[src/sv/rbsf_pkg.sv]
`default_nettype none

package rbsf_pkg;

	localparam int RecLen = 7;
	localparam int IdxW   = 4;

	localparam logic [7:0] FlagByte = 8'h7E;
	localparam logic [7:0] EscByte  = 8'h7D;
	localparam logic [7:0] EscXor   = 8'h20;

	localparam logic [IdxW-1:0] IdxFirst = IdxW'(1);
	localparam logic [IdxW-1:0] IdxLast  = IdxW'(RecLen + 1);

	typedef struct packed {
		logic       esc;
		logic [7:0] value;
	} lane_t;

	typedef lane_t [RecLen-1:0] frame_t;

endpackage

`default_nettype wire

[src/sv/rbsf_lane.sv]
`default_nettype none

module rbsf_lane (
	input  wire logic [7:0]     rec_byte,
	output rbsf_pkg::lane_t     lane
);

	always_comb begin
		lane.esc   = (rec_byte == rbsf_pkg::FlagByte) || (rec_byte == rbsf_pkg::EscByte);
		lane.value = lane.esc ? (rec_byte ^ rbsf_pkg::EscXor) : rec_byte;
	end

endmodule

`default_nettype wire

[src/sv/rbsf_serializer.sv]
`default_nettype none

module rbsf_serializer (
	input  wire logic              clk,
	input  wire logic              arst_n,
	input  wire logic              rec_valid,
	input  wire rbsf_pkg::frame_t  rec_frame,
	output logic                   rec_take,
	output logic                   m_axis_tvalid,
	input  wire logic              m_axis_tready,
	output logic [7:0]             m_axis_tdata,   // line_byte[7:0]
	output logic                   m_axis_tlast    // frame_end
);

	logic                          active_q, active_n;
	logic                          half_q, half_n;
	logic [rbsf_pkg::IdxW-1:0]     idx_q, idx_n;
	rbsf_pkg::frame_t              frame_q, frame_n;
	logic                          m_tvalid_q;
	logic [7:0]                    m_tdata_q;
	logic                          m_tlast_q;

	logic                          out_ok;
	logic                          emit;
	logic [7:0]                    emit_byte;
	logic                          emit_last;
	logic [2:0]                    sel;
	rbsf_pkg::lane_t               cur;

	assign out_ok = !m_tvalid_q || m_axis_tready;
	assign sel    = 3'(idx_q[2:0] - 3'd1);
	assign cur    = frame_q[sel];

	always_comb begin
		active_n  = active_q;
		half_n    = half_q;
		idx_n     = idx_q;
		frame_n   = frame_q;
		emit      = 1'b0;
		emit_byte = rbsf_pkg::FlagByte;
		emit_last = 1'b0;
		rec_take  = 1'b0;
		if (out_ok) begin
			if (active_q) begin
				emit = 1'b1;
				if (idx_q == rbsf_pkg::IdxLast) begin
					emit_byte = rbsf_pkg::FlagByte;
					emit_last = 1'b1;
					active_n  = 1'b0;
				end else if (cur.esc && !half_q) begin
					emit_byte = rbsf_pkg::EscByte;
					half_n    = 1'b1;
				end else begin
					emit_byte = cur.value;
					half_n    = 1'b0;
					idx_n     = idx_q + 1'b1;
				end
			end else if (rec_valid) begin
				// opening delimiter is loaded into the output register in the load cycle
				rec_take  = 1'b1;
				emit      = 1'b1;
				emit_byte = rbsf_pkg::FlagByte;
				active_n  = 1'b1;
				half_n    = 1'b0;
				idx_n     = rbsf_pkg::IdxFirst;
				frame_n   = rec_frame;
			end
		end
	end

	always_ff @(posedge clk or negedge arst_n) begin
		if (!arst_n) begin
			active_q   <= 1'b0;
			half_q     <= 1'b0;
			idx_q      <= '0;
			m_tvalid_q <= 1'b0;
		end else begin
			active_q <= active_n;
			half_q   <= half_n;
			idx_q    <= idx_n;
			if (out_ok) begin
				m_tvalid_q <= emit;
			end
		end
	end

	always_ff @(posedge clk) begin
		frame_q <= frame_n;
		if (out_ok) begin
			m_tdata_q <= emit_byte;
			m_tlast_q <= emit_last;
		end
	end

	assign m_axis_tvalid = m_tvalid_q;
	assign m_axis_tdata  = m_tdata_q;
	assign m_axis_tlast  = m_tlast_q;

endmodule

`default_nettype wire

[src/sv/record_byte_stuffing_framer.sv]
// Record byte-stuffing framer.
// Input: one record per beat on s_axis (transaction_id, operation, target_address,
// payload_value packed into s_axis_tdata). Output: one frame byte per beat on m_axis,
// tlast set on the closing delimiter.
// Frame: 0x7E, the seven record bytes low byte first with 0x7E/0x7D sent as 0x7D
// followed by the byte XOR 0x20, then a closing 0x7E; 9 to 16 beats per record.
// Seven lanes check the record bytes for escapes in parallel; a one-entry record
// buffer sits in front of the byte serializer, which sends one beat per cycle
// while m_axis_tready does not stall it. An input beat is registered in the
// record buffer; the serializer then registers the opening delimiter into the
// output register. With the next record waiting in the buffer, frames follow
// back to back; a record is accepted while the previous frame is still going out.
// Reset clears the buffer, the serializer and the output register; no frame is
// in flight afterwards. When m_axis_tready is low the output beat holds, the
// serializer waits, and s_axis_tready drops once the record buffer is full.
`default_nettype none

module record_byte_stuffing_framer (
	input  wire logic        clk,
	input  wire logic        arst_n,
	input  wire logic        s_axis_tvalid,
	output logic             s_axis_tready,
	input  wire logic [55:0] s_axis_tdata,  // transaction_id[15:0], operation[23:16],
	                                        // target_address[39:24], payload_value[55:40]
	output logic             m_axis_tvalid,
	input  wire logic        m_axis_tready,
	output logic [7:0]       m_axis_tdata,  // line_byte[7:0]
	output logic             m_axis_tlast   // frame_end
);

	rbsf_pkg::frame_t lanes;
	rbsf_pkg::frame_t frame_s1;
	logic             v_s1;
	logic             take;
	logic             in_acc;

	for (genvar i = 0; i < rbsf_pkg::RecLen; i++) begin : g_lane
		rbsf_lane u_lane (
			.rec_byte (s_axis_tdata[8*i +: 8]),
			.lane     (lanes[i])
		);
	end

	assign s_axis_tready = !v_s1 || take;
	assign in_acc        = s_axis_tvalid && s_axis_tready;

	always_ff @(posedge clk or negedge arst_n) begin
		if (!arst_n) begin
			v_s1 <= 1'b0;
		end else if (in_acc) begin
			v_s1 <= 1'b1;
		end else if (take) begin
			v_s1 <= 1'b0;
		end
	end

	always_ff @(posedge clk) begin
		if (in_acc) begin
			frame_s1 <= lanes;
		end
	end

	rbsf_serializer u_ser (
		.clk           (clk),
		.arst_n        (arst_n),
		.rec_valid     (v_s1),
		.rec_frame     (frame_s1),
		.rec_take      (take),
		.m_axis_tvalid (m_axis_tvalid),
		.m_axis_tready (m_axis_tready),
		.m_axis_tdata  (m_axis_tdata),
		.m_axis_tlast  (m_axis_tlast)
	);

`ifndef ASSERT_OFF
	a_last_is_flag: assert property (@(posedge clk) disable iff (!arst_n)
		m_axis_tvalid && m_axis_tlast |-> m_axis_tdata == rbsf_pkg::FlagByte)
		else $error("frame end beat is not a delimiter");

	a_esc_follow: assert property (@(posedge clk) disable iff (!arst_n)
		m_axis_tvalid && m_axis_tready && !m_axis_tlast
		&& m_axis_tdata == rbsf_pkg::EscByte
		|=> m_axis_tvalid && (m_axis_tdata == 8'h5E || m_axis_tdata == 8'h5D))
		else $error("escape not followed by stuffed byte");

	a_stall_full: assert property (@(posedge clk) disable iff (!arst_n)
		!s_axis_tready |-> v_s1 && !take)
		else $error("input stalled with free buffer");
`endif

endmodule

`default_nettype wire

[config.mk]
export PLATFORM = sky130hd
export DESIGN_NAME = record_byte_stuffing_framer
export DESIGN_NICKNAME = d
export VERILOG_FILES = /design/src/sv/rbsf_pkg.sv /design/src/sv/rbsf_lane.sv /design/src/sv/rbsf_serializer.sv /design/src/sv/record_byte_stuffing_framer.sv
export SDC_FILE = /design/constraint.sdc
export NUM_CORES = 1
export LEC_CHECK = 0
export BUFFER_PORTS_ARGS = -buffer_cell sky130_fd_sc_hd__buf_2
export CAP_MARGIN = 10
export CORE_MARGIN = 5
export CORE_UTILIZATION = 29
export DETAILED_ROUTE_END_ITERATION = 8
export PLACE_DENSITY_LB_ADDON = 0.08
export SYNTH_ARGS = -nofsm -noshare
export SYNTH_HDL_FRONTEND = slang
export SYNTH_HIERARCHICAL = 1
export SYNTH_SLANG_ARGS = --single-unit
[constraint.sdc]
create_clock -name clk -period 7.9 [get_ports clk]
set_clock_uncertainty 0.05 [all_clocks]
set_input_delay 0.79 -clock clk [delete_from_list [all_inputs] [get_ports clk]]
set_output_delay 0.79 -clock clk [all_outputs]
set_load 0.05 [all_outputs]
# Word level (Yosys, flattened, before mapping)
# Cells that the tools add are included.
[word_totals] reg_bits=143 wordCells=112
[classes] n_addsub=2 n_lt_le_gt_ge=1 eq_ne=17 mux=27 bitwise=8 n_reduce_logical=21
[op_table] op="8-bit by 7-bit equality test with 1-bit output, second input constant" n=14
[op_table] op="6-bit two-way mux" n=7
[op_table] op="9-bit binary-select mux with 3-bit select" n=1
[op_table] op="4-bit two-way mux" n=4
[op_table] op="1-bit two-way mux" n=13
[op_table] op="1-bit logical OR" n=9
[op_table] op="9-bit two-way mux" n=1
[op_table] op="1-bit NOT" n=8
[op_table] op="3-bit AND reduction" n=2
[op_table] op="4-bit by 1-bit adder with 4-bit output, second input constant" n=1
[op_table] op="4-bit equality test, second input constant" n=1
[op_table] op="3-bit by 4-bit less-than comparator with 1-bit output, second input constant" n=1
[op_table] op="2-bit inequality test, second input constant" n=2
[op_table] op="4-bit AND reduction" n=1
[op_table] op="2-bit nonzero test" n=2
[op_table] op="1-bit logical NOT" n=3
[op_table] op="3-bit OR reduction" n=1
[op_table] op="3-bit by 1-bit subtractor with 3-bit output, second input constant" n=1
[op_table] op="1-bit logical AND" n=2
[op_table] op="2-bit two-way mux" n=1
[op_table] op="2-bit OR reduction" n=1

# Logic depth before layout (Yosys ltp)
# Gate-level depths: netlist (run 1).
[depth] ltp_word=7 depth_mapped=11 depth_no_buf=7

# Cells and area by module
# Netlist (run 1), hierarchy kept.
[by_module_without_submodules] module="rbsf_serializer" n_inst=1 cells_each=175 area_per_inst_um2=3163.0 seq_area_each_um2=2337.2
[by_module_without_submodules] module="record_byte_stuffing_framer" n_inst=1 cells_each=67 area_per_inst_um2=1945.6 seq_area_each_um2=1916.8
[by_module_without_submodules] module="rbsf_lane" n_inst=7 cells_each=12 area_per_inst_um2=90.1 seq_area_each_um2=0.0

# Worst setup path before layout (run 1)
# Ideal clock, no wire load.
[synth_path] path_type="input -> register" from="in m_axis_tready" to="reg frame_s1[0] (netlist bit) (enable)" setup_ns=0.376 arrival_time_ns=7.059 t_required_ns=7.474 path_slack_ns=0.414 path_stages=4 path_buffers=0 path_cell_list="nor2b_1 -> nor3b_1 -> nand2b_4 -> and2_4"
[synth_between] elab_chain_cells=4
[synth_lines] item="from (decl)" line_no="record_byte_stuffing_framer.sv:26" rtl="input wire logic m_axis_tready,"
[synth_lines] item="1-bit logical OR" line_no="rbsf_serializer.sv:30" rtl="assign out_ok = !m_tvalid_q || m_axis_tready;"
[synth_lines] item="1-bit two-way mux" line_no="rbsf_serializer.sv:43" rtl="if (out_ok) begin"
[synth_lines] item="via take" line_no="record_byte_stuffing_framer.sv:34" rtl="logic take;"
[synth_lines] item="1-bit logical OR" line_no="record_byte_stuffing_framer.sv:44" rtl="assign s_axis_tready = !v_s1 || take;"
[synth_lines] item="via s_axis_tready" line_no="record_byte_stuffing_framer.sv:22" rtl="output logic s_axis_tready,"
[synth_lines] item="1-bit logical AND" line_no="record_byte_stuffing_framer.sv:45" rtl="assign in_acc = s_axis_tvalid && s_axis_tready;"
[synth_lines] item="via in_acc" line_no="record_byte_stuffing_framer.sv:35" rtl="logic in_acc;"
[synth_lines] item="to (signal assigned)" line_no="record_byte_stuffing_framer.sv:59" rtl="frame_s1 <= lanes;"
[synth_lines] item="to (decl)" line_no="record_byte_stuffing_framer.sv:32" rtl="rbsf_pkg::frame_t frame_s1;"
# The timed path passes the listed nets, and every way through them passes these cells.
# A chain may end at the register's enable or synchronous reset.

# Worst setup path after layout (run 1)
[layout_path] from="reg u_ser/idx_q[1] (netlist bit)" to="reg u_ser/idx_q[1] (netlist bit)"
[layout_between] elab_chain_cells=6
[layout_lines] item="from (decl)" line_no="rbsf_serializer.sv:17" rtl="logic [rbsf_pkg::IdxW-1:0] idx_q, idx_n;"
[layout_lines] item="from (signal assigned)" line_no="rbsf_serializer.sv:80" rtl="idx_q <= idx_n;"
[layout_lines] item="3-bit by 1-bit subtractor with 3-bit output" line_no="rbsf_serializer.sv:31" rtl="assign sel = 3'(idx_q[2:0] - 3'd1);"
[layout_lines] item="9-bit binary-select mux with 3-bit select" line_no="rbsf_serializer.sv:32" rtl="assign cur = frame_q[sel];"
[layout_lines] item="9-bit two-way mux (implied by the code)" line_no="rbsf_serializer.sv:32"
[layout_lines] item="1-bit logical AND" line_no="rbsf_serializer.sv:50" rtl="end else if (cur.esc && !half_q) begin"
[layout_lines] item="2-bit inequality test (no source line)"
[layout_lines] item="4-bit AND reduction (no source line)"
# Several ways; a longest one is shown, not always the timed one. The select of a mux whose other input is x is not followed.

==> impl_results.md, run 1 <==
- Status: complete, no violations
- DIE WIDTH: 151 microns
- Crit path DAT: 3340 ps
- Syn. warnings: 6
- Antenna-violating nets left: 0
- Setup Viol. Count Final: 0
- Syn_nets: between 300 and 400
- Clock H-tree levels: 4
- Worst-path cell chain: inv_1 > ha_1 > mux4_2 > nor2_2 > a211oi_2 > mux2_1 > a22o_1
- Vias: 2659
- Reg2reg path depth: 7
- Max-slew violations: 0
- N_diodes: 0
- Asr flop ratio synth: 5.59%
- Number of distinct library cells after synthesis: 47
- Critical Path Source Type: register
- Filler cells: roughly 1900
- GPL Wtd Cong: 0.729
- Drt drc: 0
- Crit Path Category: register to register
- Synth top cells by count: 135 x edfxtp_1, 50 x buf_4, 11 x inv_1, 11 x nand2_1, 10 x nor2_1
- Routed wire length: 11100 microns
- CTS hold repair buffers: 0
- Hold slack: 168 ps
- Via density: ~4.2
- Mean Syn Cell Area: 17.6 sq um
- R2R Setup Slk: 4810 ps
- Drt first pass iters: 4
- Slew @ Worst Pin: 904 ps
- Vias in the first global route: a little under 3000
- Max Fanout on Critical Path: 19
- Worst path slowest cell: ha_1
- Clock sink count: between 100 and 150
- Placed cell area: 6030 sq um
- FF-to-FF Start: u_ser/idx_q[1]
- GR Overflow Total: 0
- Synth-to-Final Area Change: 15.3%
- Top_reg_cell synth: edfxtp_1
- Critical Path Max Stage Delay: 830 ps
- Crit path required time: 8150 ps
- Area leader, netlist: edfxtp_1
- Synth Register Bits: between 100 and 150
- Reg clk slew, reported paths: about 60 ps
- Initial core utilization: 29.5%
- I/O Buffers: 70
- Number of enable flip-flop cells after synthesis: 135
- Total Power: 0.00236 W
- Max Root-Sink Buffers: 2
- Clock root buffer: clkbuf_16
- Hold WC Path Type: primary input to asynchronous set/reset pin
- Post-route cell area: 6620 sq um
- Fmax: between 0.3 and 0.4 GHz
- Synth top area share: 70.6%
- Slew margin rel.: 39.7%
- Post_cts resized: 0
- Largest delay share family, worst path: compound AO/OA/AOI/OAI gates
- Die height: ~150 microns
- DR WL/cell: 17.5 microns
- First-pass GRT wire length: 17200 microns
- Die ar.: 22700 sq um
- Pwr dens: roughly 360 nW/um^2
- Worst vdd ir: approximately 170 uV
- Worst skew pair latency: ~420 ps
- Max capacitance violation total: 0
- Most common cell in the synthesized netlist: edfxtp_1
- I/O pins: 71
- Hold Vio Cnt, Final: 0
- Post-CTS Setup Bufs: 0
- Setup tns final: 0 ps
- Leakage: approximately 2.3 nW
- Crit path time final: 3090 ps
- Sequential area share after synthesis: between 70% and 80%
- CTS tree: built
- Number of clock buffers inserted by TritonCTS: 17
- Initial antenna violation count: 0
- Total global-route track usage: 10.6%
- Layout cells sized above 1: 34.7%
- Cell count after synthesis: about 330
- Cell Area, Synth: 5740 sq um
- Area contributors post-synth: edfxtp_1 71%, buf_4 6.5%, mux4_2 3.5%
- RSZ-0062 raised after global routing: no
- Fin nets: 422
- Worst path buffer plus inverter count: 1
- Worst R2R End: u_ser/idx_q[1]
- Setup crit end kind: register
- Rows: 51
- Hpwl dp: 7720 microns
- Core Box Area: 19500 sq um
- Fin crit share: approximately two fifths
- Pin count of the biggest net entering global routing: 64
- Initial drt markers: 157
state kept, by name (all words and copies together) (netlist names):
name / flops
u_ser/active_q: 1
u_ser/half_q: 1
u_ser/m_axis_tvalid: 1
u_ser/frame_q: 63
v_s1: 1
u_ser/m_axis_tlast: 1
u_ser/m_axis_tdata: 8
frame_s1: 63
u_ser/idx_q: 4
final cells by class:
class | instances | area, sq um | share of cell area, %
clock inverter | 12 | 159 | 2.40
tap | 265 | 332 | 5.01
timing repair buffer | 72 | 365 | 5.52
clock buffer | 19 | 433 | 6.54
inverter | 11 | 41.3 | 0.624
multi-input combinational | 115 | 1030 | 15.6
sequential | 143 | 4250 | 64.3
stage by stage:
stage / util, % / instances / worst slack [ps]
2_1_floorplan: - / 326 / 414
3_3_place_gp: 31.0 / 606 / 4770
3_5_place_dp: 31.0 / 606 / 4770
4_1_cts: 34.0 / 637 / 4750
5_1_grt: 34.0 / 637 / 4560
6_report: 34.0 / 637 / 4810
layout by cell type, fill, tap and decap left out, types with 2 or more instances in the layout:
cell / count
mux4_2: 9
xor2_1: 7
bufinv_16: 3
a31oi_1: 8
o21ai_0: 6
mux2i_1: 2
nor2_2: 2
clkbuf_1: 2
ha_1: 2
nand2_1: 11
buf_2: 70
clkbuf_16: 17
and4b_1: 7
clkinvlp_4: 2
edfxtp_1: 135
or3_1: 2
nor2_1: 10
a221oi_1: 5
inv_6: 4
buf_4: 2
nor2b_1: 3
clkinv_2: 2
dfrtp_1: 8
mux2_2: 7
nand3b_1: 2
inv_1: 11
and4_1: 7
worst max-delay path by stage:
| stage | depth (start not counted) | startpoint | to | slack, ps |
|---|---|---|---|---|
| final | 7 | u_ser/idx_q[1] | u_ser/idx_q[1] | 4810 |
| after global routing | 7 | u_ser/idx_q[1] | u_ser/idx_q[1] | 4560 |
| after CTS | 7 | u_ser/idx_q[1] | u_ser/idx_q[1] | 4750 |
| after detailed placement | 7 | u_ser/idx_q[1] | u_ser/idx_q[1] | 4770 |
| after global placement | 7 | u_ser/idx_q[1] | u_ser/idx_q[1] | 4770 |
| after floorplan | 4 | m_axis_tready | frame_s1[0] | 410 |
metal layers:
| metal | wire, microns | vias to the layer above | track usage [%] | share of wire, % |
|---|---|---|---|---|
| li1 | - | 1276 | - | - |
| met1 | 5180 | 1315 | 14.0 | 47 |
| met2 | 5260 | 58 | 15.9 | 47 |
| met3 | 525 | 10 | 3.61 | 4.7 |
| met4 | 163 | 0 | 4.35 | 1.5 |
| met5 | 0 | - | 0 | 0 |
cells by family after synthesis:
family | after synthesis | synth area share (%)
xor gates and xnor gates | 9 | 1.64
buffers and inverters | 68 | 7.96
DFF | 143 | 74.1
AOI/OAI and AO/OA | 33 | 4.47
muxes | 19 | 5.45
and+or+nand+nor | 52 | 5.93
adders and majority gates | 2 | 0.436
worst register-to-register path, cell delays in order, from the launching register on:
cell	delay (ps)
dfrtp_1	410
inv_1	60
ha_1	830
mux4_2	370
nor2_2	40
a211oi_2	670
mux2_1	380
a22o_1	180
power breakdown:
group          internal, W  total [W]  switching [W]
logic             0.000209   0.000563       0.000354
registers         0.000945   0.000991      0.0000463
clock network     0.000498   0.000808       0.000311
total              0.00165    0.00236       0.000711
Note: power is estimated with default switching activity, not from simulation.
==> inputs of run 2 (changes only) <==
--- a/config.mk
+++ b/config.mk
@@ -5,6 +5,7 @@
 export SDC_FILE = /design/constraint.sdc
 export NUM_CORES = 1
 export LEC_CHECK = 0
+export ABC_AREA = 1
 export BUFFER_PORTS_ARGS = -buffer_cell sky130_fd_sc_hd__buf_2
 export CAP_MARGIN = 10
 export CORE_MARGIN = 5
==> constraint.sdc (replaced) <==
create_clock -name clk -period 2.8 [get_ports clk]
set_clock_uncertainty 0.05 [all_clocks]
set_input_delay 0.28 -clock clk [delete_from_list [all_inputs] [get_ports clk]]
set_output_delay 0.28 -clock clk [all_outputs]
set_load 0.05 [all_outputs]
==> impl_results.md, run 2 <==
- Pwr dens: 961 nW/um^2 (+170%)
- Number of clock buffers inserted by TritonCTS: 17 (unchanged)
- Cell Area, Synth: 5940 sq um (+3.4%)
- Max capacitance violation total: 0 (unchanged)
- Fin crit share: 74.0%
- Syn. warnings: 6 (unchanged)
- Clock power frac: 32.3% (-1.9 points)
- Int Power: 0.00468 W (+180%)
- Initial antenna violation count: 0 (unchanged)
- Core Box Area: 20200 sq um (+3.6%)
- RSZ-0062 raised after global routing: no
- Crit path time final: around 2100 ps
- Hold Vio Cnt, Final: 0 (unchanged)
- Pre-CTS setup slack: 716 ps (-4050 ps)
- Drt first pass iters: 4 (unchanged)
- Post_cts resized: 0 (unchanged)
- GR Overflow Total: 0 (unchanged)
- Sequential area share after synthesis: 71.7% (-2.5 points)
- CTS tree: built
- Synth top area share: 68.3% (-2.3 points)
- Worst vdd ir: 482 uV (+180%)
- Die height: 153 microns (+1.6%)
- Placed Instances: 767 (+27%)
- Leading cell types in the layout, fill and taps excluded: 135 x edfxtp_1, 103 x nand2_1, 70 x buf_2
- Fin nets: 620 (+47%)
- Reg clk slew, reported paths: 60 ps (about the same)
- Fmax: ~0.48 GHz
- Slew margin rel.: 44.9% (+5.2 points)
- N_diodes: 0 (unchanged)
- Worst skew pair latency: 410 ps (about the same)
- Synth Register Bits: 143 (unchanged)
- DR WL/cell: 14.1 microns (-19%)
- Worst setup margin: 727 ps (-4080 ps)
- Synth top cells by count: 135 x edfxtp_1, 104 x nand2_1, 52 x buf_4
- Pin count of the biggest net entering global routing: 64 (unchanged)
- First-pass GRT wire length: 19100 microns (+11%)
- Setup tns final: 0 ps (unchanged)
- Most common cell in the synthesized netlist: edfxtp_1
- Setup crit end kind: output pin
- Initial core utilization: 29.4% (-0.060 points)
- Clock sink count: 143 (unchanged)
- Flop pwr share: 40.1% (-1.8 points)
- Area contributors post-synth: edfxtp_1 68%, buf_4 6.6%, nand2_1 6.6%
- Slew @ Worst Pin: 826 ps (-78.3 ps)
- Critical Path Source Type: register
- Crit path DAT: 1740 ps (-1600 ps)
- Area leader, netlist: edfxtp_1
- Number of distinct library cells after synthesis: 27 (-43%)
- Non-filler cells, final: 841 (+32%)
- Layout cells sized above 1: 22.4% (-12 points)
- Max Fanout on Critical Path: 13 (-6)
- Rows: 52 (+2.0%)
- Critical Path Max Stage Delay: 390 ps (-440 ps)
- Clock root buffer: clkbuf_16
- Number of enable flip-flop cells after synthesis: 135 (unchanged)
- Vias: 3381 (+27%)
- Asr flop ratio synth: 5.59% (unchanged)
- Synth-to-Final Area Change: 22.9%
- Crit path required time: 2470 ps (-5680 ps)
- GPL Wtd Cong: 0.728 (-0.16%)
- Total Power: 0.00701 W (+200%)
- Via density: 4.02 (-3.7%)
- Worst-path cell chain: inv_1 > or2_1 > buf_4 > nand2_4 > nor2_4 > inv_2 > nand2_1 > buf_2
- Leakage: 2.94 nW (+25%)
- Vias in the first global route: 3618 (+24%)
- I/O pins: 71 (unchanged)
- Switching part of the total: 33.2% (+3.2 points)
- Hold WC Path Type: primary input to register
- Max-slew violations: 0 (unchanged)
- Mean Syn Cell Area: 12.4 sq um (-30%)
- Status: complete, no violations
- Combinational fraction of design power: 27.6% (+3.8 points)
- Hpwl dp: 8370 microns (+8.4%)
- Die ar.: 23400 sq um (+3.2%)
- Setup Viol. Count Final: 0 (unchanged)
- I/O Buffers: 70 (unchanged)
- Top_reg_cell synth: edfxtp_1
- NetSw: 0.00233 W (+230%)
- Total global-route track usage: 10.6% (about the same)
- Post-CTS Setup Bufs: 0 (unchanged)
- Worst path slowest cell: dfrtp_2
- Most common cell after layout, fill and taps aside: edfxtp_1
- Clock H-tree levels: 4 (unchanged)
- DIE WIDTH: 153 microns (+1.6%)
- Max Root-Sink Buffers: 2 (unchanged)
- Antenna-violating nets left: 0 (unchanged)
- Routed wire length: 11900 microns (+6.4%)
- Drt drc: 0 (unchanged)
- Initial drt markers: 150 (-4.5%)
- Syn_nets: 542 (+40%)
- Crit Path Category: register to output pin
- Cell count after synthesis: 480 (+47%)
run 2: cell families (layout without fill, tap and decap cells):
group | count (synthesis) | count (layout) | share of synthesized area (%)
flops | 143 | 143 | 71.7
compound gates | 38 | 38 | 3.33
simple gates | 181 | 181 | 13.5
fa+ha+maj | 2 | 2 | 0.422
buf+inv | 114 | 205 | 10.8
xor+xnor | 2 | 2 | 0.295
run 2: path summary, 6_finish.rpt:
check	cells after the start	to	startpoint	slack [ps]
min in group asynchronous	2	v_s1	arst_n	200
worst max-delay path	8	s_axis_tready	u_ser/m_axis_tvalid	730
worst max register to register	10	u_ser/m_axis_tdata[5]	u_ser/idx_q[1]	730
worst min register to register	0	u_ser/frame_q[62]	frame_s1[62]	370
max in group asynchronous	2	u_ser/m_axis_tvalid	arst_n	2310
worst min-delay path	1	frame_s1[0]	s_axis_tdata[0]	30
run 2: power by group through the flow:
stage / registers [W] / logic [W] / clock network, W
floorplan: 0.00303 / 0.00126 / 0
global placement: 0.00287 / 0.00192 / 0
detailed placement: 0.00287 / 0.00194 / 0
CTS: 0.00282 / 0.00199 / 0.00233
global route: 0.00284 / 0.00218 / 0.00243
finish: 0.00281 / 0.00194 / 0.00226
run 2: what timing repair did:
| item | in CTS | in global routing |
|---|---|---|
| hold buffers | 42 | 0 |
| hold endpoints to repair | 49 | 0 |
| endpoints found under the setup margin | 0 | 0 |
run 2: metrics by stage:
| step | util (%) | hold slack [ps] | instance area, sq um |
|---|---|---|---|
| 3_3_place_gp | 31.1 | 95.8 | 6280 |
| 2_1_floorplan | - | -65.6 | 5970 |
| 3_5_place_dp | 31.1 | 93.7 | 6280 |
| 4_1_cts | 36.2 | 1.04 | 7300 |
| 6_report | 36.2 | 26.4 | 7300 |
| 5_1_grt | 36.2 | 6.35 | 7300 |
run 2: area by class of cell:
cell class | instances | area, sq um
tap | 270 | 338
fill | 1985 | 12900
multi-input combinational | 223 | 1070
clock inverter | 12 | 161
inverter | 55 | 209
sequential | 143 | 4260
clock buffer | 20 | 437
timing repair buffer | 118 | 828
run 2: metal layers:
metal  global-route usage [%]  up-vias  routed length [microns]  part of all wire [%]
met5                        0        -                        0                     0
met4                     3.69        0                      164                   1.4
met3                     3.36       10                      531                   4.5
met2                     17.0       62                     5740                    48
met1                     13.5     1584                     5420                    46
li1                         -     1725                        -                     -
run 2: worst max-delay path, delay by kind of cell (launching register included):
kind | cells | cell delay, ps
DFF | 1 | 390
buffers and inverters | 4 | 580
and+or+nand+nor | 4 | 360
